--- config.mk ---
export PLATFORM = sky130hd
export DESIGN_NAME = dfsd_res_fifo
export DESIGN_NICKNAME = d
export VERILOG_FILES = /design/src/hdl/dfsd_pkg.sv /design/src/hdl/dfsd_res_fifo.sv
export SDC_FILE = /design/constraint.sdc
export NUM_CORES = 1
export LEC_CHECK = 0
export BUFFER_PORTS_ARGS = -buffer_cell sky130_fd_sc_hd__buf_2
export CAP_MARGIN = 15
export CORE_MARGIN = 2
export CORE_UTILIZATION = 52
export DETAILED_ROUTE_END_ITERATION = 8
export PLACE_DENSITY_LB_ADDON = 0.25
export REMOVE_ABC_BUFFERS = 1
export SETUP_SLACK_MARGIN = 0.2
export SYNTH_ARGS = -nofsm -noshare
export SYNTH_HDL_FRONTEND = slang
export SYNTH_SLANG_ARGS = --single-unit
--- constraint.sdc ---
create_clock -name i_clk -period 2.3 [get_ports i_clk]
set_input_delay 0.23 -clock i_clk [delete_from_list [all_inputs] [get_ports i_clk]]
set_output_delay 0.23 -clock i_clk [all_outputs]
set_load 0.02 [all_outputs]
--- src/hdl/dfsd_pkg.sv ---
// Shared types, constants and helpers for the duplicate frame skip detector.
`timescale 1ns / 1ps
`default_nettype none

package dfsd_pkg;

    localparam int MAX_FRAME_BYTES_DEF = 262144;

    localparam int BYTE_W   = 8;
    localparam int POS_W    = 24;
    localparam int GEN_W    = 32;
    localparam int STREAK_W = 8;

    localparam logic [POS_W-1:0] POS_MAX = '1;

    // register map, selected by paddr[2]
    localparam logic REG_SKIP_ENABLE = 1'b0;
    localparam logic REG_MAX_STREAK  = 1'b1;

    // frame end context, sampled with each beat
    typedef struct packed {
        logic             geom_changed;
        logic [GEN_W-1:0] dirty_gen;
        logic             ff_active;
        logic             pres_dropping;
        logic             sound_on;
        logic             must_show;
    } t_ctx;

    // beat as it leaves the position stage
    typedef struct packed {
        logic last;
        logic no_frame;
        logic inv;      // snapshot invalidated by the size check
        logic pos_nz;   // frame was partly received
        logic failed;   // frame failed, as known after this beat
        t_ctx ctx;
    } t_beat;

    typedef struct packed {
        logic skip;
        logic duplicate;
    } t_result;

    function automatic int addr_w(input int depth);
        return (depth > 1) ? $clog2(depth) : 1;
    endfunction

endpackage

`default_nettype wire

--- src/hdl/dfsd_res_fifo.sv ---
// Four-entry result queue in front of the output stream.
`timescale 1ns / 1ps
`default_nettype none

module dfsd_res_fifo (
    input  logic              i_clk,
    input  logic              i_rst_n,
    input  logic              i_push,
    input  dfsd_pkg::t_result i_data,
    input  logic              i_tready,
    output logic              o_tvalid,
    output dfsd_pkg::t_result o_data,
    output logic [2:0]        o_count
);
    import dfsd_pkg::*;

    t_result    r_mem [4];
    logic [1:0] r_wr_ptr;
    logic [1:0] r_rd_ptr;
    logic [2:0] r_count;
    logic       pop;

    assign pop      = o_tvalid && i_tready;
    assign o_tvalid = (r_count != 3'd0);
    assign o_data   = r_mem[r_rd_ptr];
    assign o_count  = r_count;

    always_ff @(posedge i_clk) begin
        if (i_push) begin
            r_mem[r_wr_ptr] <= i_data;
        end
    end

    always_ff @(posedge i_clk) begin
        if (!i_rst_n) begin
            r_wr_ptr <= '0;
            r_rd_ptr <= '0;
            r_count  <= '0;
        end else begin
            if (i_push) begin
                r_wr_ptr <= r_wr_ptr + 2'd1;
            end
            if (pop) begin
                r_rd_ptr <= r_rd_ptr + 2'd1;
            end
            r_count <= r_count + {2'b00, i_push} - {2'b00, pop};
        end
    end

endmodule

`default_nettype wire

==> Yosys cells after proc, flatten, opt, wreduce, memory -nomap -nowiden <==
Memories as Yosys holds them, arrays and structs flattened. A register that Yosys moved wholly into a read port is not among the register bits.
Cells that the tools add are included.
{ "classes": {"addsub": 4, "n_mux": 4, "n_reduce_logical": 2} }
{ "ops": {"columns": ["op", "n"], "rows": [
  ["$add 2x1->2 const B", 2],
  ["$mux 2", 2],
  ["$add 3x1->3", 1],
  ["$reduce_bool 3->1", 1],
  ["$sub 3x1->3", 1],
  ["$mux 1", 2],
  ["$logic_and 1x1->1", 1]
]} }
{ "totals": {"ff_bits": 7, "mem_bits_rw": 8, "output_inout_bits": 6, "mem_count": 1} }
{ "mem_list": {"columns": ["name", "depth", "word_bits", "rd", "rd_clocked_by_memory_dff", "write_ports", "line_no", "rtl"], "rows": [
  ["r_mem", 4, 2, 1, 1, 1, "dfsd_res_fifo.sv:17", "t_result r_mem [4];"]
]} }

==> Logic depth before layout (Yosys ltp) <==
{ "logic_depth": {"ltp_word": 4, "ltp_mapped": 7} }

==> Least setup slack after synthesis <==
No wires, ideal clock.
{ "synth_path": {"kind": "reg-to-reg", "startpoint": "reg r_count[1], in the netlist o_count[1]", "endpoint": "reg r_count[2], in the netlist o_count[2]", "t_arrival_ns": 1.945, "required_time_ns": 2.185, "slack_ns": 0.240, "stages_incl_launch_ff": 8, "n_path_buf": 0, "period_less_slack_ns": 2.060, "cell_sequence": "dfxtp_1 > o31a_2 > ha_1 > inv_1 > ha_1 > fa_1 > xnor3_1 > and2_1"} }
{ "synth_between": {"elab_chain_cells": 3, "word_cells_on_any_way": 4, "cone_classes": "add/sub (2); reduce/logical (2)"} }
{ "synth_lines": {"columns": ["item", "line_no", "rtl"], "rows": [
  ["start: declaration", "dfsd_res_fifo.sv:20", "logic [2:0] r_count;"],
  ["start signal: assignment", "dfsd_res_fifo.sv:46", "r_count <= r_count + {2'b00, i_push} - {2'b00, pop};"],
  ["$reduce_bool 3->1", "dfsd_res_fifo.sv:24", "assign o_tvalid = (r_count != 3'd0);"],
  ["$logic_and 1x1->1", "dfsd_res_fifo.sv:23", "assign pop = o_tvalid && i_tready;"],
  ["net pop", "dfsd_res_fifo.sv:21", "logic pop;"],
  ["$sub 3x1->3", "dfsd_res_fifo.sv:46", null]
]} }
The timed path passes the listed nets, and every way through them passes these cells.
A chain may end at the register's enable or synchronous reset.

==> Worst setup path after layout <==
{ "layout_path": {"startpoint": "reg r_count[2], in the netlist o_count[2]", "endpoint": "reg r_count[2], in the netlist o_count[2]"} }
Same word-level chain as after synthesis.

==> metrics.md <==
| Metric | Value |
|---|---|
| Mapped Area | `755.7 sq um` |
| Worst-Skew Late Latency | `0.28 ns` |
| Initial antenna violation count | `0` |
| DRC viols | `0` |
| Reg2Reg Depth | `7` |
| VDD IR max | `0.0007354 V` |
| Antenna Cells | `0` |
| Hold Path Class | `primary input to flop` |
| Worst R2R End | `o_count[2]` |
| Final core utilization | `between 60% and 70%` |
| First-pass GRT wire length | `around 1.6 mm` |
| Clock sink count | `17` |
| Via density | `roughly 5` |
| Cells after Synth | `54` |
| First-pass DRT Iterations | `4` |
| Post-synth top area cell | `edfxtp_1` |
| Non-Filler Instances | `85` |
| Yosys cell types | `16` |
| Slew @ Worst Pin | `around 0.30 ns` |
| Seq/Total Area, Yosys | `55.63%` |
| Placer Congestion | `between 0.7 and 0.8` |
| Slew Viols, Final | `0` |
| CP max FO | `5` |
| Placed insts | `80` |
| CTS tree | `yes` |
| Most common cell after layout, fill and taps aside | `buf_2` |
| Most frequent cells in the layout | `buf_2, and2_1, dfxtp_1, edfxtp_1` |
| Die Wd | `~42 microns` |
| Fmax | `501.0 MHz` |
| DP HPWL | `approximately 720 microns` |
| Worst Setup End Kind | `flop` |
| Total die area | `1774 sq um` |
| PwrDens | `about 1000 nW/um^2` |
| Routed vias | `430` |
| Cell row count | `13` |
| CP arrival | `2.18 ns` |
| RSZ-0062 raised after global routing | `false` |
| GRT Total Usage | `around an eighth` |
| Initial core utilization | `between 50 and 60%` |
| Crit path kind | `flop to flop` |
| Mean Syn Cell Area | `~14 sq um` |
| Critical Path Most Common Cell | `ha_1` |
| Hold Fails Final Rpt | `0` |
| Area of the multi-input gates | `between 300 and 400 sq um` |
| MaxCap Viol Count | `0` |
| CP Capture Point | `o_count[2]` |
| Root buffer cell | `clkbuf_4` |
| Ranking of synthesized cells by area | `edfxtp_1, dfxtp_1, ha_1` |
| Crit path required time | `about 2.5 ns` |
| Total negative setup slack | `0 ns` |
| Final ANT Viol Nets | `0` |
| Num CTS Buffers | `3` |
| DR iter-0 viols | `3` |
| Flop2flop setup slack | `~0.30 ns` |
| Area grow syn2layout | `14.40%` |
| Nets | `between 80 and 90` |
| CP Launch Type | `flop` |
| IO buf count | `11` |
| Synth top area share | `around a third` |
| Share of cells above drive strength 1 | `between 20 and 30%` |
| Register area | `421.7 sq um` |
| Finished Cell Area | `around 860 sq um` |
| Clock skew | `a little under 0.003 ns` |
| RR Startpoint | `o_count[2]` |
| Clk slew on worst S/H paths | `0.09 ns` |
| Largest net degree at the start of global routing | `10` |
| CTS Buffer Depth | `2` |
| Core region area | `between 1000 and 1500 sq um` |
| Slowest stage delay, CP | `between 0.3 and 0.4 ns` |
| Routed wire per std cell | `between 10 and 15 microns` |
| Die Height | `between 40 and 50 microns` |
| Crit. Startpoint | `o_count[2]` |
| Fillers | `roughly 110` |
| Final setup viols | `0` |
| Post-route clock period utilization | `between 80 and 90%` |
| LEAKAGE | `between 0.0003 and 0.0004 uW` |
| DRT Wirelength | `roughly 920 microns` |
| Status | `finished, final reports clean` |
| Worst slew margin | `about four fifths` |
| H-tree levels | `1` |
| Post-DP Area | `between 800 and 900 sq um` |
| # IOs | `12` |
| GRT Residual Overflow | `0` |
| CP max stage cell | `fa_1` |
| Min cycle time layout | `about 2.0 ns` |
| Vias in the first global route | `between 300 and 400` |
| CP cell instances | `o31a_2 -> ha_1 -> inv_1 -> ha_1 -> fa_1 -> xnor3_1 -> and2_1` |
| Flops & latches, synth | `17` |
| Synthesis Warnings | `0` |
==> worst min-delay path by stage <==
stage | startpoint | to | slack, ns | cells past startpoint
3_3_place_gp | i_data[1] | r_mem[0][1] | 0.45 | 1
6_report | i_data[1] | r_mem[1][1] | 0.17 | 1
2_1_floorplan | i_data[0] | r_mem[0][0] | 0.33 | 0
3_5_place_dp | i_data[1] | r_mem[1][1] | 0.45 | 1
4_1_cts | i_data[1] | r_mem[1][1] | 0.16 | 1
5_1_grt | i_data[1] | r_mem[1][1] | 0.16 | 1
==> per-layer routing <==
metal,wire (microns),share of wire [%],track usage [%]
met4,12,1.3,9.375
met5,0,0,0
met1,458,50,15.58
met2,415,45,19.69
met3,37,4.0,2.586
==> kinds of logic after synthesis <==
| logic type | count (synthesis) | synth area share (%) |
|---|---|---|
| flip-flops | 17 | 55.63 |
| AND/OR/NAND/NOR | 14 | 10.93 |
| adder cells (fa/ha/maj) | 7 | 12.58 |
| buffers and inverters | 6 | 2.980 |
| multiplexers | 6 | 11.26 |
| AO/OA/AOI/OAI | 2 | 2.484 |
| XOR/XNOR | 2 | 4.139 |
==> power breakdown <==
part | switching, uW | internal, uW
Combinational | 148 | 164
Sequential | 44.0 | 369
Clock | 84.3 | 67.2
==> worst max-delay path, delay by kind of cell, from the launching register on <==
| kind | cells | cell delay, ns |
|---|---|---|
| fa+ha+maj | 3 | 0.83 |
| simple gates | 1 | 0.15 |
| xor+xnor | 1 | 0.17 |
| flops | 1 | 0.35 |
| buf+inv | 1 | 0.04 |
| compound gates | 1 | 0.36 |
==> synth_stat cells <==
cell type  count
ha_1           6
nor2b_1        1
or3_1          1
mux4_2         2
edfxtp_1       8
o311ai_1       1
fa_1           1
mux2i_1        4
xnor3_1        1
and2_1         8
inv_1          6
nand2b_1       2
dfxtp_1        9
nand2_1        2
xor2_1         1
o31a_2         1
==> timing repair <==
action,in CTS,in global routing
setup buffers,0,1
hold buffers,0,0
endpoints found under the setup margin,0,1
resized for setup,0,1
==> area by class of cell <==
| type | instances | area share (%) |
|---|---|---|
| sequential | 17 | 48.77 |
| clock buffer | 4 | 3.039 |
| multi-input combinational | 31 | 36.18 |
| tap | 15 | 2.171 |
| inverter | 6 | 2.605 |
| timing repair buffer | 12 | 7.236 |
==> metrics by stage <==
step	power, uW	hold slack (ns)	setup slack (ns)
detailed placement	725.9	0.4516	0.2521
finish	876.1	0.1694	0.3039
global placement	716.7	0.4475	0.2826
CTS	876.7	0.1615	0.2432
floorplan	645.4	0.3289	0.2404
global route	944.5	0.1566	0.1974
(Power assumes the default switching activity.)
