### src/hdl/dfsd_pkg.sv
// Shared types, constants and helpers for the duplicate frame skip detector.
`timescale 1ns / 1ps
`default_nettype none

package dfsd_pkg;

    localparam int MAX_FRAME_BYTES_DEF = 262144;

    localparam int BYTE_W   = 8;
    localparam int POS_W    = 24;
    localparam int GEN_W    = 32;
    localparam int STREAK_W = 8;

    localparam logic [POS_W-1:0] POS_MAX = '1;

    // register map, selected by paddr[2]
    localparam logic REG_SKIP_ENABLE = 1'b0;
    localparam logic REG_MAX_STREAK  = 1'b1;

    // frame end context, sampled with each beat
    typedef struct packed {
        logic             geom_changed;
        logic [GEN_W-1:0] dirty_gen;
        logic             ff_active;
        logic             pres_dropping;
        logic             sound_on;
        logic             must_show;
    } t_ctx;

    // beat as it leaves the position stage
    typedef struct packed {
        logic last;
        logic no_frame;
        logic inv;      // snapshot invalidated by the size check
        logic pos_nz;   // frame was partly received
        logic failed;   // frame failed, as known after this beat
        t_ctx ctx;
    } t_beat;

    typedef struct packed {
        logic skip;
        logic duplicate;
    } t_result;

    function automatic int addr_w(input int depth);
        return (depth > 1) ? $clog2(depth) : 1;
    endfunction

endpackage

`default_nettype wire

### src/hdl/dfsd_ctrl.sv
// Position stage: size checks, snapshot address and per-beat frame status.
`timescale 1ns / 1ps
`default_nettype none

module dfsd_ctrl #(
    parameter int MAX_FRAME_BYTES = dfsd_pkg::MAX_FRAME_BYTES_DEF
) (
    input  logic                                           i_clk,
    input  logic                                           i_rst_n,
    input  logic                                           i_accept,
    input  logic [dfsd_pkg::POS_W-1:0]                     i_frame_bytes,
    input  logic                                           i_last,
    input  logic                                           i_no_frame,
    input  dfsd_pkg::t_ctx                                 i_ctx,
    output logic                                           o_mem_en,
    output logic [dfsd_pkg::addr_w(MAX_FRAME_BYTES)-1:0]   o_mem_addr,
    output logic                                           o_beat_vld,
    output dfsd_pkg::t_beat                                o_beat
);
    import dfsd_pkg::*;

    localparam int AddrW = addr_w(MAX_FRAME_BYTES);
    localparam logic [POS_W-1:0] MaxBytes = POS_W'(MAX_FRAME_BYTES);

    logic [POS_W-1:0] r_pos, n_pos;
    logic [POS_W-1:0] r_size, n_size;
    logic             r_failed, n_failed;
    logic             r_beat_vld;
    t_beat            r_beat, n_beat;

    logic             first, size_bad, failed_a, in_range, failed_b, cnt_bad;
    logic [POS_W-1:0] size_a;

    always_comb begin
        first    = (r_pos == '0);
        size_bad = (i_frame_bytes == '0) || (i_frame_bytes > MaxBytes);
        failed_a = r_failed || (first && size_bad);
        size_a   = r_size;
        if (first) begin
            size_a = size_bad ? '0 : i_frame_bytes;
        end
        in_range = (r_pos < size_a) && (r_pos < MaxBytes);
        failed_b = failed_a || !in_range;
        cnt_bad  = ({1'b0, r_pos} + (POS_W+1)'(1)) != {1'b0, size_a};

        o_mem_en   = i_accept && !i_no_frame && !failed_a && in_range;
        o_mem_addr = r_pos[AddrW-1:0];

        n_beat.last     = i_last;
        n_beat.no_frame = i_no_frame;
        n_beat.inv      = first && (size_bad || (i_frame_bytes != r_size));
        n_beat.pos_nz   = !first;
        n_beat.failed   = failed_b || (i_last && cnt_bad);
        n_beat.ctx      = i_ctx;

        n_pos    = r_pos;
        n_size   = r_size;
        n_failed = r_failed;
        if (i_accept) begin
            if (i_no_frame) begin
                n_pos    = '0;
                n_failed = 1'b0;
            end else begin
                n_size = size_a;
                if (i_last) begin
                    n_pos    = '0;
                    n_failed = 1'b0;
                end else begin
                    n_failed = failed_b;
                    if (r_pos != POS_MAX) begin
                        n_pos = r_pos + POS_W'(1);
                    end
                end
            end
        end
    end

    always_ff @(posedge i_clk) begin
        if (!i_rst_n) begin
            r_pos      <= '0;
            r_size     <= '0;
            r_failed   <= 1'b0;
            r_beat_vld <= 1'b0;
        end else begin
            r_pos      <= n_pos;
            r_size     <= n_size;
            r_failed   <= n_failed;
            r_beat_vld <= i_accept;
        end
    end

    always_ff @(posedge i_clk) begin
        if (i_accept) begin
            r_beat <= n_beat;
        end
    end

    assign o_beat_vld = r_beat_vld;
    assign o_beat     = r_beat;

endmodule

`default_nettype wire

### config.mk
export PLATFORM = sky130hd
export DESIGN_NAME = dfsd_ctrl
export DESIGN_NICKNAME = d
export VERILOG_FILES = /design/src/hdl/dfsd_pkg.sv /design/src/hdl/dfsd_ctrl.sv
export SDC_FILE = /design/constraint.sdc
export NUM_CORES = 1
export LEC_CHECK = 0
export BUFFER_PORTS_ARGS = -buffer_cell sky130_fd_sc_hd__buf_2
export CAP_MARGIN = 20
export CORE_UTILIZATION = 50
export DETAILED_ROUTE_END_ITERATION = 7
export PLACE_DENSITY = 0.89
export SLEW_MARGIN = 20
export SYNTH_ARGS = -nofsm -noshare
export SYNTH_HDL_FRONTEND = slang
export SYNTH_SLANG_ARGS = --single-unit
### constraint.sdc
create_clock -name i_clk -period 5.1 [get_ports i_clk]
set_clock_uncertainty 0.1 [all_clocks]
set_input_delay 0.765 -clock i_clk [delete_from_list [all_inputs] [get_ports i_clk]]
set_output_delay 0.765 -clock i_clk [all_outputs]
set_load 0.01 [all_outputs]
# After elaboration in Yosys (flattened, before gate mapping)
# Cells that the tools add are included.
[word_totals]
reg_bits = 92
in_bits = 66
elab_cells = 52
[op_classes]
n_addsub = 2
magnitude_cmp = 3
n_eq_ne = 3
mux = 7
bitwise = 1
n_reduce_logical = 21
[op_table]
columns = ["cell", "count"]
rows = [
  ["24-bit 2-to-1 mux", 5],
  ["24-bit zero test", 2],
  ["24-bit by 1-bit adder with 25-bit output, second input constant", 1],
  ["25-bit by 24-bit != test with 1-bit output", 1],
  ["24-bit by 1-bit adder with 24-bit output, second input constant", 1],
  ["24-bit by 19-bit > comparator with 1-bit output, second input constant", 1],
  ["24-bit by 19-bit less-than comparator with 1-bit output, second input constant", 1],
  ["24-bit less-than comparator", 1],
  ["24-bit != test", 1],
  ["24-bit != test, second input constant", 1],
  ["1-bit logical AND", 7],
  ["1-bit logical OR", 5],
  ["1-bit zero test", 4],
  ["2-bit AND reduction", 2],
  ["3-bit nonzero test", 1],
  ["1-bit 2-to-1 mux", 2],
  ["1-bit inverter", 1],
]

# Logic depth before layout (Yosys ltp)
[logic_depth]
ltp_word = 10
depth_mapped = 18
ltp_nobuf = 16

# Worst setup path before layout
# No wires, ideal clock.
[synth_timing]
path_type = "in2out"
from = "input port i_frame_bytes[20] in the netlist's numbering"
to = "output port o_mem_en"
arrival_ps = 4382
required_time_ps = 4235
slack_ps = -147
path_stages = 16
path_buffers = 2
path_cell_list = "or4_1 > nor3b_1 > or3b_1 > clkbuf_1 > nand2_2 > buf_2 > a31oi_1 > ha_1 > a21o_1 > a2111oi_0 > a21oi_1 > a211o_1 > o2111ai_1 > nand3_1 > a211o_1 > nor2_1"
[synth_between]
elab_chain_cells = 7
word_cells_on_any_way = 12
cone_classes = "2 x order compare; 2 x mux; 8 x reduce/logical"
[synth_lines]
columns = ["element", "line", "source"]
rows = [
  ["start, declared", "dfsd_ctrl.sv:11", "input logic [dfsd_pkg::POS_W-1:0] i_frame_bytes,"],
  ["24-bit by 19-bit > comparator with 1-bit output / 24-bit zero test (equally long branches)", "dfsd_ctrl.sv:36", "size_bad = (i_frame_bytes == '0) || (i_frame_bytes > MaxBytes);"],
  ["1-bit logical OR", "dfsd_ctrl.sv:36", ""],
  ["24-bit 2-to-1 mux / 1-bit logical AND (equally long branches)", "dfsd_ctrl.sv:40, dfsd_ctrl.sv:37", ""],
  ["24-bit 2-to-1 mux / 1-bit logical OR (equally long branches)", "dfsd_ctrl.sv:39, dfsd_ctrl.sv:37", ""],
  ["24-bit less-than comparator / 1-bit zero test (equally long branches)", "dfsd_ctrl.sv:42, dfsd_ctrl.sv:46", ""],
  ["1-bit logical AND (on tied branches)", "dfsd_ctrl.sv:42, dfsd_ctrl.sv:46", ""],
  ["1-bit logical AND *", "dfsd_ctrl.sv:46", "o_mem_en = i_accept && !i_no_frame && !failed_a && in_range;"],
  ["end, declared", "dfsd_ctrl.sv:15", "output logic o_mem_en,"],
]
# Mark *: on every way between the ends. The rest lies on a longest branch, timed or not.

# Worst setup path in the final report
[layout_timing]
from = "input port i_frame_bytes[23] in the netlist's numbering"
to = "output port o_mem_en"
# The elaborated chain is that of the path after synthesis.

==> impl_metrics.yaml <==
outcome:
  run_status: "complete, but fails checks"
  violations: "negative setup slack"
routing:
  routed_wirelength_um: 17410
  drc_errors: 0
  wl_per_cell_um: 19.79
  vias: 5353
  first_pass_iters: 6
  vias_per_cell: 6.083
  ant_nets: 0
  drt_iter0_markers: 594
cells_and_area:
  fillers: 900
  area_delta_synth_final_pct: 23.86
  mostFrequentLayoutCell: "buf_2"
  final_util_pct: 64.08
  drive_gt1_share_pct: 31.35
  seq_area_um2: 2262
  nets: 826
  n_antenna_cell: 0
  multiInputGateArea_um2: 3152
  mostFrequentLayoutCells: "buf_2, nand2_1, buf_4"
critical_path:
  critPathKind: "input pin to output port"
  worst_setup_path_start_kind: "input pin"
  crit_arrival_ps: 4280
  cp.required_ps: 4240
  cp_max_fo: 4
  end_kind: "output port"
clock_network:
  htreeDepth: 3
  clock_path_buffers: 2
  cts_tree: "yes"
  clk_pin_slew_ps: 70
  numCtsBuffers: 9
  cts_root_buf: "clkbuf_16"
  cts_hold_buf: 0
  clkLatencyLatePin_ps: 350
  clock_sinks: 92
timing:
  max_freq_mhz: 194.2
  max_slew_margin_pct: 44.60
  fin_crit_sh_pct: 101.0
  drv_slew: 0
  fin_ws_ps: -49.26
  worst_pin_slew_ps: 829.0
  setup_viol: 1
  finalCriticalPeriod_ps: 5149
  hold_viol: 0
  rsz0062_at_grt: "yes"
synthesis:
  synthFlopType: "dfxtp_1"
  synth_cells: 593
  synth-seq-area-share_pct: 39.98
  synth_nets: 684
  avgSynthCellArea_um2: 9.541
  yosys_warnings: 0
  async_flop_share_pct: 0
  yosysUniqueCellTypes: 68
  syn-cell-area_um2: 5658
  synth_edf_count: 42
  ys_ff_latch: 92
floorplan:
  die_w_um: 108.4
  fp.dieArea_um2: 11750
  fp.dieH_um: 108.4
  start_util_pct: 51.74
  rows: 38
  io_pins: 128
  core_region_area_um2: 10940
pwr:
  leakage_nw: 3.240
  powerDensity_nw_per_um2: 243.5
  ir_drop_mv: 0.2058
grt:
  grt_start_max_net_pins: 51
  grt_pass1_wl_um: 26800
  antenna_found_initial: 0
  overflow: 0
  grt_pass1_vias: 5137
  grt_usage_pct: 29.90
place:
  numPortBuffers: 127
  dp_slack_ps: -270.6
  dpl.hpwl_um: 12990
  gp_congestion: 0.9972
worst_hold_path:
  hp-class: "flop to flop"
flow_run:
  max_cap_violations: 0
## critical path: stages
cell,delay (ps)
buf_6,90
or4_4,530
nor3b_2,180
or3b_4,420
buf_6,140
a211oi_2,220
a21oi_2,70
ha_1,260
nor2b_1,130
o2111ai_1,210
a21oi_1,100
a211o_1,280
o2111ai_1,200
nand3_1,100
a211o_1,330
nor2_2,90
buf_2,130
## metal layers
metal / global-route usage (%) / vias to the layer above / wire, um
li1: - / 2441 / -
met1: 37.35 / 2524 / 6957
met2: 51.50 / 340 / 8330
met3: 5.425 / 48 / 1647
met4: 10.62 / 0 / 478
met5: 0 / - / 0
## final cells by class
class	instances	share of cell area (%)
clock buffer	10	3.267
clock inverter	6	1.018
inverter	14	0.7499
multi-input combinational	436	44.97
sequential	92	32.28
tap	140	2.500
timing repair buffer	182	15.21
## synth_stat cells (5+ instances only)
master	instances	area [um2]
a21boi_0	11	82.58
buf_4	20	150.1
edfxtp_1	42	1261
nor4_1	11	68.82
nand2_1	63	236.5
nor2_1	24	90.09
and3_1	19	118.9
nand4_1	11	68.82
nand3_1	13	65.06
buf_2	12	60.06
nor3_1	9	45.04
or3_1	7	43.79
xnor2_1	21	183.9
clkbuf_1	13	48.80
a22oi_1	5	37.54
ha_1	25	312.8
a31oi_1	16	100.1
a21oi_1	17	85.08
o21ai_0	29	145.1
o211a_1	13	130.1
dfxtp_1	50	1001
and2_0	6	37.54
a21o_1	11	82.58
xor2_1	28	245.2
inv_1	14	52.55
and2_1	19	118.9
nor2b_1	10	62.56
## final timing paths
path                      to  slack [ps]  cells past startpoint         startpoint
setup / recovery    o_mem_en         -50                     17  i_frame_bytes[23]
hold / removal     r_size[0]         410                      2          r_size[0]
setup reg to reg  o_beat[37]         730                     17           r_pos[2]
hold reg to reg    r_size[0]         410                      2          r_size[0]
## state kept, by name, summed over array words and instances (netlist names)
name and count:
r_pos 24, o_beat 42, r_failed 1, r_size 24, o_beat_vld 1
## per-stage QoR
step	TNS (ps)	cell area [um2]	hold slack (ps)	std cells	total power [W]
2_1_floorplan	0	5674	356.7	593	0.0009284
3_3_place_gp	-243.2	6558	376.8	860	0.001027
4_1_cts	-29.13	7008	407.5	880	0.001711
6_report	-49.26	7008	412.5	880	0.001706
5_1_grt	-160.2	7008	427.0	880	0.001760
3_5_place_dp	-270.6	6558	397.1	860	0.001031
## repair_timing
action | CTS | global route
pin swaps | 14 | 1
resized for setup | 21 | 0
endpoints found under the setup margin | 1 | 1
buffers inserted | 4 | 0
## cells by family (layout without fill, tap and decap cells)
logic type      count (synthesis)  in the layout  share of synthesized area (%)
simple gates                  221            221                          22.42
compound gates                136            136                          16.85
flops                          92             92                          39.98
buf+inv                        65            212                          6.435
xor+xnor                       50             50                          8.005
fa+ha+maj                      25             25                          5.529
mux                             4              4                         0.7740
## report_power, final
group / switching (W) / total [W] / internal (W)
registers: 0.0000176 / 0.000826 / 0.000808
clock network: 0.000297 / 0.000681 / 0.000384
logic: 0.000114 / 0.000199 / 0.0000850
total: 0.000428 / 0.00171 / 0.00128
Power figures use the tool's default switching activity.
