File: src/hdl/dfsd_pkg.sv
// Shared types, constants and helpers for the duplicate frame skip detector.
`timescale 1ns / 1ps
`default_nettype none

package dfsd_pkg;

    localparam int MAX_FRAME_BYTES_DEF = 262144;

    localparam int BYTE_W   = 8;
    localparam int POS_W    = 24;
    localparam int GEN_W    = 32;
    localparam int STREAK_W = 8;

    localparam logic [POS_W-1:0] POS_MAX = '1;

    // register map, selected by paddr[2]
    localparam logic REG_SKIP_ENABLE = 1'b0;
    localparam logic REG_MAX_STREAK  = 1'b1;

    // frame end context, sampled with each beat
    typedef struct packed {
        logic             geom_changed;
        logic [GEN_W-1:0] dirty_gen;
        logic             ff_active;
        logic             pres_dropping;
        logic             sound_on;
        logic             must_show;
    } t_ctx;

    // beat as it leaves the position stage
    typedef struct packed {
        logic last;
        logic no_frame;
        logic inv;      // snapshot invalidated by the size check
        logic pos_nz;   // frame was partly received
        logic failed;   // frame failed, as known after this beat
        t_ctx ctx;
    } t_beat;

    typedef struct packed {
        logic skip;
        logic duplicate;
    } t_result;

    function automatic int addr_w(input int depth);
        return (depth > 1) ? $clog2(depth) : 1;
    endfunction

endpackage

`default_nettype wire

File: src/hdl/dfsd_decide.sv
// Frame end stage: snapshot validity, mismatch tracking and skip decision.
`timescale 1ns / 1ps
`default_nettype none

module dfsd_decide (
    input  logic                          i_clk,
    input  logic                          i_rst_n,
    input  logic                          i_beat_vld,
    input  dfsd_pkg::t_beat               i_beat,
    input  logic                          i_mismatch,
    input  logic                          i_skip_enable,
    input  logic [dfsd_pkg::STREAK_W-1:0] i_max_streak,
    output logic                          o_push,
    output dfsd_pkg::t_result             o_result
);
    import dfsd_pkg::*;

    logic                r_snap_valid, n_snap_valid;
    logic                r_mis, n_mis;
    logic [STREAK_W-1:0] r_streak, n_streak;
    logic [GEN_W-1:0]    r_gen, n_gen;

    logic valid_e, mis_e, dup, skip, frame_end;

    always_comb begin
        valid_e   = r_snap_valid && !i_beat.inv;
        mis_e     = r_mis || i_mismatch;
        frame_end = i_beat_vld && (i_beat.no_frame || i_beat.last);
        dup       = !i_beat.no_frame && !i_beat.failed && valid_e && !mis_e;
        skip      = i_skip_enable && dup && !i_beat.ctx.geom_changed
                    && (r_gen == i_beat.ctx.dirty_gen)
                    && !i_beat.ctx.ff_active && !i_beat.ctx.pres_dropping
                    && i_beat.ctx.sound_on && !i_beat.ctx.must_show
                    && (r_streak < i_max_streak);

        n_snap_valid = r_snap_valid;
        n_mis        = r_mis;
        n_streak     = r_streak;
        n_gen        = r_gen;
        if (i_beat_vld) begin
            if (i_beat.no_frame) begin
                if (i_beat.pos_nz && r_mis) begin
                    n_snap_valid = 1'b0;
                end
                n_mis = 1'b0;
            end else if (i_beat.last) begin
                n_snap_valid = !i_beat.failed;
                n_mis        = 1'b0;
            end else begin
                n_snap_valid = valid_e;
                n_mis        = mis_e;
            end
        end
        if (frame_end) begin
            if (skip) begin
                n_streak = r_streak + STREAK_W'(1);
            end else begin
                n_streak = '0;
                n_gen    = i_beat.ctx.dirty_gen;
            end
        end

        o_push             = frame_end;
        o_result.duplicate = dup;
        o_result.skip      = skip;
    end

    always_ff @(posedge i_clk) begin
        if (!i_rst_n) begin
            r_snap_valid <= 1'b0;
            r_mis        <= 1'b0;
            r_streak     <= '0;
            r_gen        <= '0;
        end else begin
            r_snap_valid <= n_snap_valid;
            r_mis        <= n_mis;
            r_streak     <= n_streak;
            r_gen        <= n_gen;
        end
    end

endmodule

`default_nettype wire

File: config.mk
export PLATFORM = sky130hd
export DESIGN_NAME = dfsd_decide
export DESIGN_NICKNAME = d
export VERILOG_FILES = /design/src/hdl/dfsd_pkg.sv /design/src/hdl/dfsd_decide.sv
export SDC_FILE = /design/constraint.sdc
export NUM_CORES = 1
export LEC_CHECK = 0
export BUFFER_PORTS_ARGS = -buffer_cell sky130_fd_sc_hd__clkbuf_2
export CAP_MARGIN = 15
export CORE_MARGIN = 3
export CORE_UTILIZATION = 55
export CTS_CLUSTER_DIAMETER = 200
export DETAILED_ROUTE_END_ITERATION = 16
export PLACE_DENSITY = 0.81
export SLEW_MARGIN = 30
export SYNTH_ARGS = -nofsm -noshare
export SYNTH_HDL_FRONTEND = slang
export SYNTH_SLANG_ARGS = --single-unit
File: constraint.sdc
create_clock -name i_clk -period 3.65 [get_ports i_clk]
set_input_delay 0.365 -clock i_clk [delete_from_list [all_inputs] [get_ports i_clk]]
set_output_delay 0.365 -clock i_clk [all_outputs]
set_load 0.005 [all_outputs]
# == Word level (Yosys, flattened, before mapping) ==
# Cells that the tools add are included.
# op_classes
muxes,6
eq_ne,2
n_addsub,1
n_reduce_logical,26
magnitude_cmp,1
n_bitwise,1
# op_table
operator,count
32-bit == test,1
1-bit logical AND,14
"8-bit by 1-bit adder with 8-bit output, second input constant",1
1-bit logical NOT,8
8-bit < comparator,1
8-bit 2-to-1 mux,1
1-bit 2-to-1 mux,5
2-bit AND reduction,2
1-bit logical OR,2
"2-bit by 1-bit != test with 1-bit output, second input constant",1
1-bit NOT,1
# word_totals
regBits,42
out_inout_bits,3
word_cells,41

# == Depth between registers and ports, before layout ==
# Gate-level depths: netlist of run 1.
# depth
depth_word,14
mapped_depth,9
depth_no_buf,8

# == Least setup slack after synthesis of run 1 ==
# Ideal clock, no wire load.
# synth_timing
kind,in2reg
startpoint,input port i_max_streak[4] (netlist bit)
endpoint,register r_gen[0]
arrival_time_ns,2.024
cell_stages,9
setup_ns,0.120
path_buffers,1
setup_slack_ns,1.506
path_cell_list,inv_1 ha_1 a21o_1 a21oi_1 o2111ai_2 nor4_4 nor2_2 buf_6 mux2i_1
# synth_via
elab_chain_cells,4
# synth_rtl
item,line_no,source
from (decl),dfsd_decide.sv:12,"input logic [dfsd_pkg::STREAK_W-1:0] i_max_streak,"
8-bit < comparator,dfsd_decide.sv:34,&& (r_streak < i_max_streak);
1-bit logical AND,dfsd_decide.sv:34,
1-bit NOT (no source line),n/a,
2-bit AND reduction (no source line),n/a,
to (signal assigned),dfsd_decide.sv:78,r_gen <= n_gen;
to (decl),dfsd_decide.sv:21,"logic [GEN_W-1:0] r_gen, n_gen;"
# No other way between the ends.
# A chain may end at the register's enable or synchronous reset.

# == Worst setup path after layout of run 1 ==
# layout_timing
startpoint,register r_streak[4]
endpoint,register r_gen[17]
# layout_via
elab_chain_cells,4
# layout_rtl
item,line_no,source
from (decl),dfsd_decide.sv:20,"logic [STREAK_W-1:0] r_streak, n_streak;"
from (signal assigned),dfsd_decide.sv:77,r_streak <= n_streak;
8-bit < comparator,dfsd_decide.sv:34,
1-bit logical AND,dfsd_decide.sv:34,
1-bit NOT (no source line),n/a,
2-bit AND reduction (no source line),n/a,
# No other way between the ends.

==> results of run 1 <==
## worst max path at each step
stage               startpoint   endpoint  slack, ns  cells after the start
6_report           r_streak[4]  r_gen[17]       1.17                      8
5_1_grt            r_streak[4]   r_gen[8]       0.97                      8
4_1_cts            r_streak[4]  r_gen[18]       1.16                      8
3_5_place_dp        i_beat[37]  r_gen[18]       1.07                      8
3_3_place_gp        i_beat[37]   r_gen[4]       1.13                      8
2_1_floorplan  i_max_streak[4]   r_gen[0]       1.51                      9
## report_power, final
part / internal [mW] / switching, mW
clock network: 0.152 / 0.162
registers: 0.481 / 0.0154
logic: 0.0723 / 0.0938
total: 0.706 / 0.271
## layout make-up
cell class	count	area, um2
tap	50	62.6
multi-input combinational	234	1530
clock buffer	6	82.6
inverter	11	41.3
clock inverter	2	12.5
fill	351	1300
sequential	42	841
timing repair buffer	60	308
## placed cells by master (no fill, tap or decap), types with 3 or more instances in the layout
| cell type | n |
|---|---|
| a21oi_1 | 5 |
| nor4_1 | 18 |
| clkbuf_2 | 57 |
| ha_1 | 8 |
| buf_4 | 3 |
| xor2_1 | 32 |
| mux2i_1 | 33 |
| nor2_1 | 6 |
| nor3_1 | 7 |
| inv_1 | 9 |
| nand3_1 | 5 |
| o21ai_0 | 11 |
| nand2_1 | 80 |
| dfxtp_1 | 42 |
| clkbuf_8 | 6 |
| and3_1 | 5 |
| nor4b_1 | 3 |
| nand4_1 | 4 |
## sequential cells by signal (all words and copies together) (netlist names)
signal / count
r_streak: 8
r_snap_valid: 1
r_mis: 1
r_gen: 32
## cells by family after synthesis
family,after synthesis
and+or+nand+nor,137
DFF,42
muxes,33
xor gates and xnor gates,32
buffers and inverters,25
AOI/OAI and AO/OA,24
adders and majority gates,8
## tightest hold or removal path, cell delays in order
cell and delay [ns]:
clkbuf_2 0.09, nand2_1 0.05, mux2i_1 0.05
## synthesized netlist by cell type
| master | count | share of area [%] |
|---|---|---|
| o2111ai_2 | 1 | 0.60 |
| nand2_1 | 80 | 12 |
| nor4_4 | 1 | 0.86 |
| buf_6 | 3 | 1.4 |
| o21a_1 | 1 | 0.30 |
| inv_1 | 9 | 1.4 |
| dfxtp_1 | 42 | 34 |
| a21o_1 | 2 | 0.60 |
| nor4b_1 | 3 | 1.1 |
| and3_1 | 5 | 1.3 |
| clkinv_1 | 2 | 0.30 |
| nand3_1 | 5 | 1.0 |
| o21ai_0 | 11 | 2.2 |
| nor4_1 | 18 | 4.5 |
| a22o_1 | 1 | 0.35 |
| a21oi_1 | 5 | 1.0 |
| a31oi_1 | 2 | 0.50 |
| mux2i_1 | 33 | 13 |
| clkbuf_1 | 9 | 1.4 |
| buf_4 | 2 | 0.60 |
| or4bb_1 | 1 | 0.45 |
| a32oi_1 | 1 | 0.35 |
| nor4bb_1 | 1 | 0.40 |
| nor2_1 | 6 | 0.91 |
| nand2b_1 | 2 | 0.50 |
| and4_1 | 1 | 0.35 |
| or4_1 | 1 | 0.30 |
| nor2_2 | 2 | 0.50 |
| nand4_1 | 4 | 1.0 |
| xor2_1 | 32 | 11 |
| nor3_1 | 7 | 1.4 |
| ha_1 | 8 | 4.0 |
## per-stage QoR
stage	area [um2]	instances	hold slack, ns
final	2870	405	0.315
after floorplan	2480	301	0.446
after detailed placement	2780	397	0.462
after global routing	2870	405	0.318
after global placement	2780	397	0.453
after CTS	2870	405	0.315
## metal layers
metal / wire, um / GRT usage (%) / part of all wire (%) / up-vias
li1: - / - / - / 1143
met1: 2410 / 28.1 / 44 / 1027
met2: 2640 / 35.2 / 49 / 50
met3: 282 / 4.55 / 5.2 / 8
met4: 80 / 6.97 / 1.5 / 0
met5: 0 / 0 / 0 / -
==> impl_summary.md, run 1 <==
Die
The die is 73.2 um wide. The die footprint is 5360 um2. The total area inside the core boundary comes to 4170 um2. The die is 73.2 um tall. In this run the core area contains 23 standard-cell rows.

58 I/O pins were placed. The initial core utilization is 59.6%.

Timing
In this run the tightest slew margin relative to its limit is 56.4%. The setup skew after layout is 0.00725 ns. The accumulated negative setup slack is 0 ns. Based on the critical path, the design can be clocked at up to 0.403 GHz. The worst path in the final design needs a cycle of 2.48 ns, including I/O delays and setup. The number of hold-slack violations in the final timing report is 0. The worst-case setup margin in the final layout is 1.17 ns. At the pin with the least slew margin, the transition time is 0.654 ns. The final-report max-slew violation count was 0. The post-route fraction of the period consumed by the critical path is 68.0%. The number of failing setup endpoints in the final timing report is 0. Setup repair after global routing left no endpoint under its margin.

Power
In this run the static leakage power is 1.37 nW. Summing internal, switching and leakage power gives 0.977 mW. The peak ir drop on the vdd network is 249 uV.

The power density over cell area is 340 nW/um2.

Clocking
TritonCTS built the clock tree. The number of levels in the clock H-tree is 2. The total of hold buffers inserted after clock tree synthesis is 0.

The tree is rooted in a clkbuf_8. Buffers added to address setup during post-CTS repair amount to 0. The insertion delay of the later-clocked pin in the worst-skew pair is 0.30 ns. The clock transition at the register clock pins on the worst setup and hold paths after CTS is 0.08 ns.

The tree built by TritonCTS fans out to 42 sinks. The number of clock buffers inserted by TritonCTS is 5. Post-CTS repair changed the size of 0 cells. The maximum root-to-sink buffer count is 2.

Finish
0 antenna diodes ended up in the layout. The fraction of final layout cells with drive strength greater than 1 is 20.3%. The net count reported at finish is 417. Compared with the post-synthesis result, the final layout area differs by 15.6%. Cells fill 68.8% of the core in the end.

Critical path
The startpoint of the worst-slack reg-to-reg timing path is r_streak[4]. The slowest stage of the critical path belongs to the cell nor4_4. STA puts the critical path data required time at 3.81 ns. Data arrives at the worst endpoint at 2.64 ns. The startpoint class of the critical path is a flop. The reg-to-reg endpoint is r_gen[17]. The worst-case reg-to-reg path depth is 8. Together, buffers and inverters on the worst path number 1.

The largest fanout on the critical path is 32. The type of the worst setup path is reg2reg. The worst setup path is captured at a flop. In this design, the largest share of critical-path delay is due to simple AND/OR/NAND/NOR gates.

Setup slack on the worst reg-to-reg path comes out at 1.17 ns. The critical path goes through ha_1, a21o_1, a21oi_1, o2111ai_2, nor4_4, nor2_4, buf_4, mux2i_1. The peak per-stage delay on the critical path is 0.56 ns.

Yosys
The area fraction in and, or, nand and nor cells after synthesis is 26.6%. In the synthesized netlist, the number of instances is 301. Of the total synthesized cell area, the portion taken by XOR and XNOR cells is 11.3%. The share of synthesized cell area in full adder, half adder and majority cells is 4.03%.

When the netlist entered floorplanning its net count stood at 364. The register bit total from synthesis is 42. The synthesized netlist devotes 5.94% of its cell area to compound gates. The area of the mapped netlist is 2480 um2. Of the post-synthesis cell area, the part taken by muxes is 13.3%. By area, the combinational part of the netlist is dominated by simple AND/OR/NAND/NOR gates. Yosys mapped the design onto 32 distinct sky130hd cell types. The mean instance size in the synthesized netlist is 8.26 um2. Yosys printed 0 warnings. The share of the yosys chip area belonging to registers is 33.8%.

Global route
Summed over all layers, the global routing overflow is 0. For this run, the total global-route usage over all layers was measured as 21.5%. The number of global-route vias before repair is 2,081. The maximum number of pins on one net before global-route repair is 72. The first-pass GRT wire length is 9100 um. The number of antenna violations at the first check in global routing came to 0.

Place
The worst setup slack after placement is 1.07 ns. The number of port buffers is 57. Summed over all nets, the half-perimeter wirelength after detailed placement is 4180 um. The routability-driven placement congestion ratio is 0.768.

Hold path
The end point of the most critical hold path is r_gen[4]. The worst hold path begins at i_beat[8]. The worst hold path was traced through 3 stages.

The worst hold path belongs to the class in2reg.

Routing
For this run, design rule violations remaining after detail routing come to 0. The via total after detailed routing is 2,228. The detailed router finished its first iteration with 137 violations. The iteration count of the initial detailed-routing pass is 4. The aggregate routed wire length is 5410 um. The per-cell routed wire length is 13.4 um. The remaining number of nets flagged by the antenna check after routing is 0. After detailed routing, the number of vias per cell comes to 5.50.

Flow run
The reported max-cap violation count is 0.

Status
The run finished with clean final reports.
Note: power is estimated with default switching activity, not from simulation.
==> run 2, diff against run 1 <==
--- a/config.mk
+++ b/config.mk
@@ -5,6 +5,7 @@
 export SDC_FILE = /design/constraint.sdc
 export NUM_CORES = 1
 export LEC_CHECK = 0
+export ABC_AREA = 1
 export BUFFER_PORTS_ARGS = -buffer_cell sky130_fd_sc_hd__clkbuf_2
 export CAP_MARGIN = 15
 export CORE_MARGIN = 3
==> constraint.sdc (replaced) <==
create_clock -name i_clk -period 2.4 [get_ports i_clk]
set_input_delay 0.24 -clock i_clk [delete_from_list [all_inputs] [get_ports i_clk]]
set_output_delay 0.24 -clock i_clk [all_outputs]
set_load 0.005 [all_outputs]
==> run 2 against run 1 <==
Effect of this change:
- combinational power increased by 77%
- flip-flop and latch count stayed put
- hold slack worse by 0.12 ns
- cell count is 32% higher
- setup slack got worse by 0.98 ns
- critical path type is now reg2out
- critical endpoint is now o_result[1]
==> impl_summary.md, run 2 <==
Clocking
The maximum root-to-sink buffer count is 2 (unchanged). The number of levels in the clock H-tree is 2 (unchanged). The clock root buffer master is clkbuf_8 (unchanged). The insertion delay of the later-clocked pin in the worst-skew pair was 0.29 ns (was 0.30 ns). The clock sink count came to 42 (unchanged).

The total of hold buffers inserted after clock tree synthesis came to 0 (unchanged). The clock transition at the register clock pins on the worst setup and hold paths after CTS is 0.08 ns (about the same). The CTS tree is yes (unchanged). The number of clock buffers inserted by TritonCTS was 5 (unchanged).

Hold path
The worst min-delay path category is in2reg (unchanged). The number of cells traversed by the worst hold path is 2 (was 3). The hold path startpoint is i_beat_vld (was i_beat[8]). The end point of the most critical hold path is r_snap_valid (was r_gen[4]).

Timing
The worst-margin pin slew is 0.444 ns (was 0.654 ns). The worst path uses 91.9% of the clock period. The final-report max-slew violation count was 0 (unchanged). The number of hold-slack violations in the final timing report is 0 (unchanged). For this run, the top clock speed supported by timing is 0.453 GHz. The tightest slew margin relative to the limit is 70.2% (was 56.4%). The setup skew after layout came to 0.00264 ns (was 0.00725 ns). The minimum period implied by the final worst setup slack is 2.21 ns.

The accumulated negative setup slack was 0 ns (unchanged). Setup repair after global routing missed its margin: false (unchanged). The number of failing setup endpoints in the final timing report is 0 (unchanged).

Critical path
The endpoint kind of the worst setup timing path is an output port (was flop). The reg-to-reg endpoint is r_streak[7] (was r_gen[17]). The worst-case reg-to-reg path depth is 13 (was 8).

The type of the worst setup path is reg2out (was reg2reg). The startpoint of the worst-slack reg-to-reg timing path was r_streak[7] (was r_streak[4]). The slack of the worst reg-to-reg path is 0.52 ns (was 1.17 ns). The largest fanout on the critical path came to 47 (was 32).

The critical path data required time is 2.16 ns (was 3.81 ns). The critical path arrival was 1.97 ns (was 2.64 ns). The startpoint class of the critical path is a flop (unchanged).

Die
The number of top-level design ports is 58 (unchanged). The height of the die is 75.9 um (was 73.2 um). The count of standard-cell rows is 24 (was 23). The area of the placeable core is 4530 um2 (was 4170 um2). The horizontal extent of the die is 75.9 um (was 73.2 um).

The initial core utilization is 59.2% (was 59.6%). The die footprint is 5750 um2 (was 5360 um2).

Routing
The iteration count of the initial detailed-routing pass came to 4 (unchanged). The detailed-route vias per instance is 4.73 (was 5.50). The aggregate routed wire length came to 5260 um (was 5410 um). The detailed-route DRC error count was 0 (unchanged).

The per-cell routed wire length was 9.82 um (was 13.4 um). The via total after detailed routing is 2,536 (was 2,228). The violation count after the first detailed-routing iteration is 113 (was 137). The remaining number of nets flagged by the antenna check after routing is 0 (unchanged).

Global route
The first-pass GRT wire length came to 9240 um (was 9100 um). The number of global-route vias before repair is 2,314 (was 2,081). The remaining global-route overflow is 0 (unchanged). The total global-route track usage came to 20.4% (was 21.5%). The number of antenna violations at the first check in global routing is 0 (unchanged). The maximum number of pins on one net before global-route repair was 48 (was 72).

Yosys
The register bit total from synthesis is 42 (unchanged). The library cell with the largest summed area after synthesis is dfxtp_1 (unchanged). The area fraction in and, or, nand and nor cells after synthesis is 35.3% (was 26.6%). The area share of the leading cell type in the synthesized netlist is 31.3% (was 33.8%). The combinational family with the most area after synthesis is simple AND/OR/NAND/NOR gates (unchanged). The proportion of synthesized flip-flops having asynchronous set or reset was 0% (unchanged). The share of synthesized cell area in full adder, half adder and majority cells was 3.73% (was 4.03%). The number of enable-type register cells in the synthesized netlist is 0 (unchanged). Cell types occupying the most area after synthesis: dfxtp_1 31%, nand2_1 16%, inv_1 9.1%, nor2_1 8.7%, a21oi_1 6.9% (was dfxtp_1 34%, mux2i_1 13%, nand2_1 12%, xor2_1 11%, nor4_1 4.5%). The most common flop cell mapped by yosys is dfxtp_1 (unchanged). The area of the mapped netlist is 2680 um2 (was 2480 um2). The number of instances in the synthesized netlist is 421 (was 301). The share of the yosys chip area belonging to registers is 31.3% (was 33.8%).

Synth cell count leaders: 112 x nand2_1, 65 x inv_1, 62 x nor2_1 (was 80 x nand2_1, 42 x dfxtp_1, 33 x mux2i_1). The mean instance size in the synthesized netlist was 6.37 um2 (was 8.26 um2). The complex-gate fraction of the synthesized area is 8.30% (was 5.94%). The number of distinct standard cells referenced by the synthesized netlist came to 28 (was 32). The multiplexer share of the synthesized area is 0% (was 13.3%). The most common cell in the synthesized netlist is nand2_1 (unchanged). The synthesized net count was 484 (was 364). The number of synthesis warnings was 0 (unchanged). The xor and xnor fraction of the mapped netlist area is 7.18% (was 11.3%).

Finish
The net count reported at finish is 533 (was 417). The most common library cell in the layout ignoring fill and taps is nand2_1 (unchanged). The fraction of final layout cells with drive strength greater than 1 is 18.3% (was 20.3%). The number of flip-flops under the largest register name is 32 (unchanged).

The area of all placed cells without fillers is 3060 um2 (was 2870 um2). The register with the highest flop count is r_gen (unchanged). The post-synthesis to final-layout area growth is 14.1% (was 15.6%).

Commonest cells after routing, fill and taps aside: 112 x nand2_1, 65 x inv_1, 62 x nor2_1 (was 80 x nand2_1, 57 x clkbuf_2, 42 x dfxtp_1). Registers with the most flip-flops: r_gen x32, r_streak x8 (unchanged). The antenna diode count was 0 (unchanged).

Power
The total leakage power is 1.64 nW (was 1.37 nW). The power density over cell area was 504 nW/um2 (was 340 nW/um2). The peak ir drop on the vdd network is 440 uV (was 249 uV).

Place
The routability-driven placement congestion ratio is 0.726 (was 0.768). The HPWL after detailed placement came to 4030 um (was 4180 um). The number of port buffers was 57 (unchanged). The total cell area at the placement stage is 2960 um2 (was 2780 um2).

Flow run
The reported max-cap violation count came to 0 (unchanged).

Status
Outcome: complete, no violations (unchanged).
==> run 2: layout make-up <==
cell class,instances,area (um2)
clock inverters,2,12.5
flip-flops and latches,42,841
repair buffers,62,327
inverters,68,255
multi-input cells,291,1460
clock buffers,6,82.6
fillers,409,1470
well taps,65,81.3
==> run 2: power breakdown <==
part	switching, mW	internal, mW	leakage [nW]
Combinational	0.158	0.135	1.25
Sequential	0.0306	0.741	0.346
Clock	0.248	0.231	0.0472
==> run 2: critical path: stages (launching register included) <==
cell and delay (ns):
dfxtp_1 0.33, ha_1 0.30, nand2_1 0.07, nand2_1 0.05
nor2_1 0.09, nand2_1 0.06, nor2_1 0.08, nand2_1 0.07
nor2_2 0.11, nand3_2 0.08, buf_6 0.23, inv_1 0.08
clkbuf_2 0.10
==> run 2: cell families (layout without fill, tap and decap cells) <==
family / count (synthesis) / count (layout)
and+or+nand+nor: 218 / 218
DFF: 42 / 42
buffers and inverters: 88 / 138
AOI/OAI and AO/OA: 43 / 43
adders and majority gates: 8 / 8
xor gates and xnor gates: 22 / 22
==> run 2: metal layers <==
layer	up-vias	share of wire, %	global-route usage (%)	wire [um]
met5	-	0	0	0
met4	0	0.91	5.24	48
met3	4	4.1	4.49	217
met2	41	50	38.2	2640
met1	1113	45	23.1	2360
li1	1378	-	-	-
==> run 2: timing repair <==
| action | CTS | global route |
|---|---|---|
| gates resized for setup | 0 | 1 |
| endpoints found under the setup margin | 0 | 1 |
| setup buffers | 0 | 0 |
| hold endpoints to repair | 0 | 0 |
==> run 2: worst max path at each step <==
stage	from	endpoint	slack, ns	cells after the start
after floorplan	r_streak[7]	o_result[1]	0.61	13
after global placement	i_max_streak[7]	o_result[1]	0.41	14
after detailed placement	i_max_streak[7]	o_result[1]	0.38	14
after CTS	r_streak[7]	o_result[1]	0.10	12
after global routing	r_streak[7]	o_result[1]	0.02	12
final	r_streak[7]	o_result[1]	0.19	12
==> run 2: per-stage QoR <==
step	utilization, %	setup slack, ns	hold slack, ns	total power, mW	instances
6_report	67.5	0.194	0.193	1.54	536
5_1_grt	67.5	0.0191	0.197	1.64	536
3_3_place_gp	65.3	0.414	0.465	1.07	528
2_1_floorplan	-	0.611	0.355	0.992	421
3_5_place_dp	65.3	0.384	0.474	1.08	528
4_1_cts	67.4	0.103	0.182	1.56	536
==> run 3, diff against run 2 <==
--- a/config.mk
+++ b/config.mk
@@ -11,6 +11,7 @@
 export CORE_MARGIN = 3
 export CORE_UTILIZATION = 55
 export CTS_CLUSTER_DIAMETER = 200
+export CTS_CLUSTER_SIZE = 28
 export DETAILED_ROUTE_END_ITERATION = 16
 export PLACE_DENSITY = 0.81
 export SLEW_MARGIN = 30
==> constraint.sdc (replaced) <==
create_clock -name i_clk -period 2.7 [get_ports i_clk]
set_input_delay 0.27 -clock i_clk [delete_from_list [all_inputs] [get_ports i_clk]]
set_output_delay 0.27 -clock i_clk [all_outputs]
set_load 0.005 [all_outputs]
==> run 3 against run 2 <==
Effect of this change:
- first-iteration DRC count decreased by 16%
- die area did not move
- global-route usage down 0.92 points
- via count is 0.32% lower
- core utilization fell by 0.33 points
- largest cell class unchanged
- highest routed layer unchanged
==> impl_summary.md, run 3 (synthesized netlist as in run 2, its figures left out) <==
Die
The number of top-level design ports is 58 (unchanged). The count of standard-cell rows is 24 (unchanged). The die footprint is 5750 um2 (unchanged). The height of the die came to 75.9 um (unchanged). The horizontal extent of the die is 75.9 um (unchanged). The initial core utilization is 59.2% (unchanged). The area of the placeable core is 4530 um2 (unchanged).

Critical path
The largest fanout on the critical path is 31 (was 47). The critical path data required time was 2.43 ns (was 2.16 ns). The startpoint class of the critical path was a flop (unchanged). The type of the worst setup path is reg2out (unchanged).

The endpoint kind of the worst setup timing path is an output port (unchanged). The critical path arrival is 1.98 ns (was 1.97 ns).

Routing
The violation count after the first detailed-routing iteration is 95 (was 113). The detailed-route vias per instance is 4.73 (about the same). The via total after detailed routing came to 2,528 (was 2,536).

The detailed-route DRC error count is 0 (unchanged). The per-cell routed wire length is 9.99 um (was 9.82 um). The iteration count of the initial detailed-routing pass is 4 (unchanged). The remaining number of nets flagged by the antenna check after routing was 0 (unchanged).

The aggregate routed wire length is 5340 um (was 5260 um).

Finish
The register with the highest flop count was r_gen (unchanged). The antenna diode count came to 0 (unchanged). The number of flip-flops under the largest register name is 32 (unchanged). The most common library cell in the layout ignoring fill and taps is nand2_1 (unchanged).

The total area of sequential cells is 841 um2 (unchanged). The area of combinational cells with multiple inputs was 1460 um2 (unchanged). The net count reported at finish came to 532 (was 533). Registers with the most flip-flops: r_gen x32, r_streak x8 (unchanged).

The number of cells in the finished layout apart from fillers is 535 (was 536). The number of filler instances in the final layout is 420 (was 409). The fraction of final layout cells with drive strength greater than 1 is 17.9% (was 18.3%). Commonest cells after routing, fill and taps aside: 112 x nand2_1, 65 x inv_1, 62 x nor2_1 (unchanged). The post-synthesis to final-layout area growth was 13.5% (was 14.1%).

Clocking
The CTS tree is yes (unchanged). The clock sink count came to 42 (unchanged). The number of levels in the clock H-tree is 2 (unchanged). The maximum root-to-sink buffer count was 2 (unchanged). The number of clock buffers inserted by TritonCTS is 5 (unchanged). The insertion delay of the later-clocked pin in the worst-skew pair is 0.30 ns (was 0.29 ns).

The total of hold buffers inserted after clock tree synthesis was 0 (unchanged). The number of gates resized after cts is 0 (unchanged). The clock transition at the register clock pins on the worst setup and hold paths after CTS was 0.08 ns (about the same). The buffers inserted during post-CTS setup optimization was 0 (unchanged). The clock root buffer master is clkbuf_8 (unchanged).

Status
Outcome: complete, no violations (unchanged).

Timing
The minimum period implied by the final worst setup slack is 2.25 ns. The worst hold-check slack came to 0.227 ns (was 0.193 ns). The number of hold-slack violations in the final timing report is 0 (unchanged). The post-route fraction of the period consumed by the critical path is 83.2%.

The number of failing setup endpoints in the final timing report is 0 (unchanged). The final-report max-slew violation count is 0 (unchanged). The accumulated negative setup slack is 0 ns (unchanged). The worst-margin pin slew is 0.709 ns (was 0.444 ns). The setup skew after layout was 0.00555 ns (was 0.00264 ns).

The tightest slew margin relative to the limit is 52.7% (was 70.2%). The maximum operating frequency is 0.445 GHz. Setup repair after global routing missed its margin: false (unchanged).

Power
The total leakage power is 1.64 nW (about the same). The power density over cell area is 450 nW/um2 (was 504 nW/um2). The peak ir drop on the vdd network came to 315 uV (was 440 uV).

Global route
The remaining global-route overflow is 0 (unchanged). The number of global-route vias before repair is 2,170 (was 2,314). The total global-route track usage is 19.5% (was 20.4%).

The number of antenna violations at the first check in global routing is 0 (unchanged). The maximum number of pins on one net before global-route repair came to 39 (was 48). The first-pass GRT wire length is 8800 um (was 9240 um).

Flow run
The reported max-cap violation count is 0 (unchanged).

Place
The HPWL after detailed placement is 3850 um (was 4030 um). The number of placed instances, taps included was 527 (was 528). The number of port buffers was 57 (unchanged). The routability-driven placement congestion ratio came to 0.723 (was 0.726).

Hold path
The worst min-delay path category is in2reg (unchanged).
[run 3: changes by cell type in the layout (fill, tap and decap cells not counted), sizes merged]
cell	change
clkinvlp	-1
buf	-1
clkbuf	+1
[run 3: stage by stage]
step | worst slack (ns) | total power [mW] | instance area, um2 | utilization [%]
2_1_floorplan | 0.877 | 0.882 | 2680 | -
3_3_place_gp | 0.706 | 0.952 | 2960 | 65.2
3_5_place_dp | 0.650 | 0.962 | 2960 | 65.2
4_1_cts | 0.448 | 1.38 | 3050 | 67.2
5_1_grt | 0.284 | 1.45 | 3050 | 67.2
6_report | 0.454 | 1.37 | 3050 | 67.2
[run 3: area by class of cell]
type | instances | share of cell area, %
inverters | 68 | 8.38
repair buffers | 61 | 10.3
well taps | 65 | 2.67
clock buffers | 7 | 2.83
clock inverters | 1 | 0.164
multi-input cells | 291 | 48.0
flip-flops and latches | 42 | 27.6
[run 3: critical path, cell delays in order, from the launching register on]
cell and delay [ns]:
dfxtp_1 0.33, ha_1 0.29, nand2_1 0.07, nand2_1 0.05, nor2_1 0.09, nand2_1 0.06
nor2_1 0.08, nand2_1 0.07, nor2_2 0.12, nand3_2 0.08, buf_4 0.25, inv_1 0.08
clkbuf_2 0.10
[run 3: worst paths after layout]
kind	from	endpoint	slack, ns	cells after the start
max reg2reg	r_streak[7]	r_streak[0]	0.73	13
max	r_streak[7]	o_result[1]	0.45	12
min	i_beat_vld	r_snap_valid	0.23	2
min reg2reg	r_gen[23]	r_gen[23]	0.49	2
[run 3: where the power goes]
part | leakage [nW] | internal, mW | total (mW) | switching [mW]
sequential | 0.346 | 0.659 | 0.686 | 0.0273
clock | 0.0482 | 0.206 | 0.422 | 0.216
combinational | 1.24 | 0.120 | 0.261 | 0.142
[run 3: layer usage]
metal | vias to the layer above | track usage (%) | routed length, um
li1 | 1377 | - | -
met5 | - | 0 | 0
met3 | 6 | 4.35 | 202
met4 | 0 | 4.66 | 54
met1 | 1107 | 22.9 | 2460
met2 | 38 | 35.6 | 2630
